[src/rtl/core/lhmt_pkg.sv]
// types, constants and helpers shared by the label histogram files
package lhmt_pkg;

  // opcodes of an input word; the unused code behaves as a query
  localparam logic [1:0] OP_ADD   = 2'd0;
  localparam logic [1:0] OP_CLEAR = 2'd1;
  localparam logic [1:0] OP_QUERY = 2'd2;

  // pass of the token running along the cell chain
  localparam logic PH_SEARCH = 1'b0;
  localparam logic PH_APPLY  = 1'b1;

  // enough for a table of up to 256 labels
  localparam int unsigned DIST_W = 9;

  typedef struct packed {
    logic [1:0]  opcode;
    logic [15:0] label;
    logic [15:0] amount;
  } lhmt_in_t;

  typedef struct packed {
    logic [31:0] label_count;
    logic [31:0] total_rows;
    logic [4:0]  distinct_labels;
    logic        single_label;
    logic [15:0] mode_label;
    logic [31:0] mode_count;
    logic [31:0] minority_count;
    logic [15:0] smallest_label;
    logic        table_nonempty;
    logic        dropped_full;
  } lhmt_out_t;

  // token handed from cell to cell
  typedef struct packed {
    logic              phase;
    logic [1:0]        opcode;
    logic [15:0]       label;
    logic [15:0]       amount;
    logic              hit;
    logic              free;
    logic              insert;
    logic              claimed;
    logic [31:0]       lcount;
    logic              best_any;
    logic [15:0]       best_label;
    logic [31:0]       best_count;
    logic [DIST_W-1:0] distinct;
    logic              nonempty;
    logic [15:0]       smallest;
  } scan_tok_t;

  // saturating add of a 16-bit amount to a 32-bit count
  function automatic logic [31:0] sat_add(input logic [31:0] a, input logic [15:0] b);
    logic [32:0] s;
    s = {1'b0, a} + {17'b0, b};
    return s[32] ? 32'hFFFF_FFFF : s[31:0];
  endfunction

endpackage

[src/rtl/core/lhmt_cell.sv]
// one table entry of the label histogram and its stage of the token chain
module lhmt_cell import lhmt_pkg::*; (
  input  logic      clk,
  input  logic      rst_n,
  input  logic      tok_vld_i,
  input  scan_tok_t tok_i,
  output logic      tok_vld_o,
  output scan_tok_t tok_o
);

  logic        valid_r, valid_nxt;
  logic [15:0] label_r, label_nxt;
  logic [31:0] count_r, count_nxt;
  logic        tok_vld_r;
  scan_tok_t   tok_r, tok_nxt;
  logic        match;
  logic        apply;

  assign match = valid_r && (label_r == tok_i.label);
  assign apply = tok_vld_i && (tok_i.phase == PH_APPLY);

  always_comb begin
    tok_nxt   = tok_i;
    valid_nxt = valid_r;
    label_nxt = label_r;
    count_nxt = count_r;
    if (tok_i.phase == PH_SEARCH) begin
      if (match) tok_nxt.hit = 1'b1;
      if (!valid_r) tok_nxt.free = 1'b1;
    end else begin
      case (tok_i.opcode)
        OP_ADD: begin
          if (match) begin
            count_nxt      = sat_add(count_r, tok_i.amount);
            tok_nxt.lcount = count_nxt;
          end else if (!valid_r && tok_i.insert && !tok_i.claimed) begin
            // lowest free entry takes the new label
            valid_nxt       = 1'b1;
            label_nxt       = tok_i.label;
            count_nxt       = {16'b0, tok_i.amount};
            tok_nxt.claimed = 1'b1;
            tok_nxt.lcount  = count_nxt;
          end
        end
        OP_CLEAR: valid_nxt = 1'b0;
        default: begin
          if (match) tok_nxt.lcount = count_r;
        end
      endcase
      // fold the updated entry into the running statistics
      if (valid_nxt) begin
        tok_nxt.distinct = tok_i.distinct + DIST_W'(1);
        if (!tok_i.nonempty || label_nxt < tok_i.smallest) tok_nxt.smallest = label_nxt;
        tok_nxt.nonempty = 1'b1;
        if (!tok_i.best_any || count_nxt > tok_i.best_count ||
            (count_nxt == tok_i.best_count && label_nxt < tok_i.best_label)) begin
          tok_nxt.best_any   = 1'b1;
          tok_nxt.best_label = label_nxt;
          tok_nxt.best_count = count_nxt;
        end
      end
    end
  end

  always_ff @(posedge clk) begin
    if (!rst_n) begin
      valid_r   <= 1'b0;
      tok_vld_r <= 1'b0;
    end else begin
      tok_vld_r <= tok_vld_i;
      if (apply) valid_r <= valid_nxt;
    end
  end

  always_ff @(posedge clk) begin
    tok_r <= tok_nxt;
    if (apply) begin
      label_r <= label_nxt;
      count_r <= count_nxt;
    end
  end

  assign tok_vld_o = tok_vld_r;
  assign tok_o     = tok_r;

endmodule
[config.mk]
export PLATFORM = sky130hd
export DESIGN_NAME = lhmt_cell
export DESIGN_NICKNAME = d
export VERILOG_FILES = /design/src/rtl/core/lhmt_pkg.sv /design/src/rtl/core/lhmt_cell.sv
export SDC_FILE = /design/constraint.sdc
export NUM_CORES = 1
export LEC_CHECK = 0
export ABC_AREA = 1
export BUFFER_PORTS_ARGS = -buffer_cell sky130_fd_sc_hd__buf_2
export CAP_MARGIN = 20
export CORE_ASPECT_RATIO = 1.75
export CORE_MARGIN = 2
export CORE_UTILIZATION = 49
export CTS_CLUSTER_DIAMETER = 100
export CTS_CLUSTER_SIZE = 12
export DETAILED_ROUTE_END_ITERATION = 10
export MAX_ROUTING_LAYER = met4
export PLACE_DENSITY_LB_ADDON = 0.15
export SLEW_MARGIN = 25
export SYNTH_ARGS = -nofsm -noshare
export SYNTH_HDL_FRONTEND = slang
export SYNTH_SLANG_ARGS = --single-unit
[constraint.sdc]
create_clock -name clk -period 4.2 [get_ports clk]
set_clock_uncertainty 0.15 [all_clocks]
set_input_delay 0.42 -clock clk [delete_from_list [all_inputs] [get_ports clk]]
set_output_delay 0.42 -clock clk [all_outputs]
set_load 0.05 [all_outputs]
==> summary.txt <==
Power
  – Clock power share: 30.7%
  – Net Switching: 1950 uW
  – Pwr dens: 311 nW/um^2
  – Max IR drop VDD: 363 uV
  – Leakage power: 0.00885 uW
  – Internal: 3550 uW
  – Combinational Power Share: 30.9%
  – Sw frac: 35.5%
  – Sequential cell fraction of total power: 38.4%

Yosys
  – Avg Cell Area, Syn: 7.16 sq um
  – EDFF count, synth: 48
  – Mapped cell area: 11800 sq um
  – Post-Syn Instances: 1652
  – Main synth FF type: dfxtp_1
  – Post-synth ARST share: 0%
  – Yosys top cell area share: 25.0%
  – YS warnings: 0
  – Synth area leaders: dfxtp_1 25%, nand2_1 14%, edfxtp_1 12%
  – Synth Register Bits: 196
  – Register area share after synthesis: 37.2%
  – Netlist cell types: 51
  – Mapped Nets: 1881
  – Yosys top cell by area: dfxtp_1

Global route
  – GRT busiest layer: met2
  – Gr ovfl total: 0
  – Vias in the first global route: 13.9k
  – Largest net degree at the start of global routing: 69
  – Initial antenna violation count: 1
  – Met2 Use GR: 70.5%
  – M3 GR Usage: 6.55%
  – Global-route wire length before repair: 73.2 mm
  – M1 GR Usage: 38.1%
  – Overall global routing resource usage: 39.5%

Timing
  – Final setup viols: 8
  – Rel. slew slack: 50.4%
  – Max-slew violations: 0
  – Final period util: 100%
  – Hold Vio Cnt, Final: 0
  – Fin crit period: 4.21 ns
  – Unrepaired setup endpoints after global routing: true
  – FMAX: 0.237 GHz
  – Least-Margin Pin Slew: 0.743 ns
  – Final worst setup slack: -0.0124 ns

Die
  – Width of the die: 121 um
  – Num rows: 75
  – Top-Level Pins: 296
  – Die area: 25500 sq um
  – Initial Util: 49.6%
  – Area of the core: 23800 sq um
  – Die extent in y: 210 um

Setup path
  – CP most frequent cell: nand2_4
  – Worst path arrival time: 4.44 ns
  – Setup CP Type: reg2reg
  – Critical R2R Launch: count_r[0]
  – Startpoint Class: flip-flop
  – CP startpoint: count_r[0]
  – Buf/Inv on CP: 5
  – Crit end category: flip-flop
  – Slowest Stage Delay on Critical Path: 0.45 ns
  – Slowest CP cell: edfxtp_1
  – Req. time, crit path: 4.42 ns
  – Crit path max-delay family: simple AND/OR/NAND/NOR gates
  – Crit path max fanout: 6

Layout
  – Nets: 2447
  – Fillers: 1852
  – Most frequent cells in the layout: 391 x nand2_1, 295 x buf_2, 228 x buf_4
  – Post-layout util: 74.2%
  – Area Growth Syn to Fin: 49.5%
  – Most common cell after layout, fill and taps aside: nand2_1
  – Share of cells above drive strength 1: 36.6%

Routing
  – Via total after detailed routing: 14.0k
  – Post-DRT Antenna Nets: 0
  – Vias per cell: 5.51
  – Total wire length: 51.3 mm
  – Drt wl/cell: 20.2 um
  – Post-route DRC: 0
  – First drt pass iteration count: 5
  – Drt initial violations: 929

CTS
  – Clock root buffer: clkbuf_16
  – TritonCTS clock tree: done
  – Bufs on Longest Clock Path: 2
  – Clock sink count: 196
  – Clk_lat worst skew: 0.48 ns
  – TritonCTS Buffers: 17
  – H-tree levels: 4
  – Clock slew seen by the registers of the worst setup and hold paths: 0.07 ns

Run
  – # Max-Cap Violations: 0

Run status
  – Violated checks: setup timing
  – Outcome: finished, violations left

Placed design
  – Port Buf Inserts: 295
  – Dpl hpwl: 36.7 mm
  – GP Congestion: 1.03
  – Post-Place Setup Slack: -0.446 ns

Min path
  – Worst hold path type: in2reg
  – Worst hold start: tok_i[42]
final cells by class:
cell class,instances,area (sq um),share of cell area (%)
antenna,1,2.50,0.0141
inverter,211,795,4.49
clock buffer,19,433,2.45
timing repair buffer,608,4280,24.2
sequential,196,4400,24.9
multi-input combinational,1184,7240,40.9
clock inverter,13,146,0.827
tap,308,385,2.18
flip-flops by register name, summed over array words and instances, names as in the netlist:
name       cells
count_r       32
label_r       16
tok_o        146
tok_vld_o      1
valid_r        1
worst paths after layout:
kind | endpoint | slack [ns] | depth (start not counted)
worst max-delay path | tok_o[65] | -0.01 | 26
worst min-delay path | tok_o[42] | 0.005 | 3
worst max register to register | tok_o[65] | -0.01 | 26
worst min register to register | tok_o[107] | 0.51 | 3
layer usage:
| layer | share of wire (%) | wire (um) |
|---|---|---|
| met4 | 8.7 | 4470 |
| met2 | 52 | 26700 |
| met1 | 33 | 16700 |
| met5 | 0 | 0 |
| met3 | 6.6 | 3410 |
power by group through the flow:
stage	Clock [uW]	Sequential, uW	Combinational (uW)
2_1_floorplan	0	2500	521
3_3_place_gp	0	2150	1430
6_report	1690	2110	1700
3_5_place_dp	0	2150	1450
4_1_cts	1700	2110	1540
5_1_grt	1760	2120	1800
metrics by stage:
step	total power (uW)	TNS (ns)	cell area (sq um)	std cells	hold WS (ns)
5_1_grt	5690	-7.52	17700	2540	0.0176
6_report	5500	-0.0365	17700	2540	0.00513
3_5_place_dp	3600	-19.52	15000	2401	0.393
3_3_place_gp	3580	-20.67	15000	2401	0.397
2_1_floorplan	3020	0	11800	1652	0.298
4_1_cts	5350	-0.00221	16600	2510	0.000446
cells in the mapped netlist (2+ instances only):
master,number
a21oi_1,97
a22oi_1,2
buf_2,20
buf_1,8
nand2_4,2
o21ai_0,146
o211ai_1,11
o21a_1,4
nor2_2,3
o21ai_1,21
xor2_1,23
clkbuf_1,21
inv_1,202
o21bai_1,5
clkinv_1,2
nand2_1,436
dfxtp_1,148
a21oi_2,20
o22ai_1,3
xnor2_1,6
nand2_2,6
nor3b_1,2
nand3_2,2
nand4_1,25
nand3b_1,2
ha_1,79
nor2_1,100
inv_2,7
or2_2,20
buf_6,6
edfxtp_1,48
nor4_1,3
nand3_1,133
nor3_1,10
or2_1,4
a211oi_1,4
buf_4,7
repair_timing:
item / 4_1_cts / 5_1_grt
cloned: 3 / 9
setup endpoints to repair: 48 / 64
pin swaps: 14 / 64
hold buffers: 60 / 0
buffers inserted: 15 / 22
resized for setup: 57 / 170
hold endpoints to repair: 60 / 0
tightest hold or removal path, cell delays in order:
cell	delay (ns)
buf_2	0.09
nand2_1	0.05
nand2_1	0.05
cells by family after synthesis:
group | synth area share (%)
XOR/XNOR | 2.15
adder cells (fa/ha/maj) | 8.52
flip-flops | 37.2
buffers and inverters | 9.48
AO/OA/AOI/OAI | 14.9
AND/OR/NAND/NOR | 27.7
No activity file was read; power rests on OpenSTA's default activity.
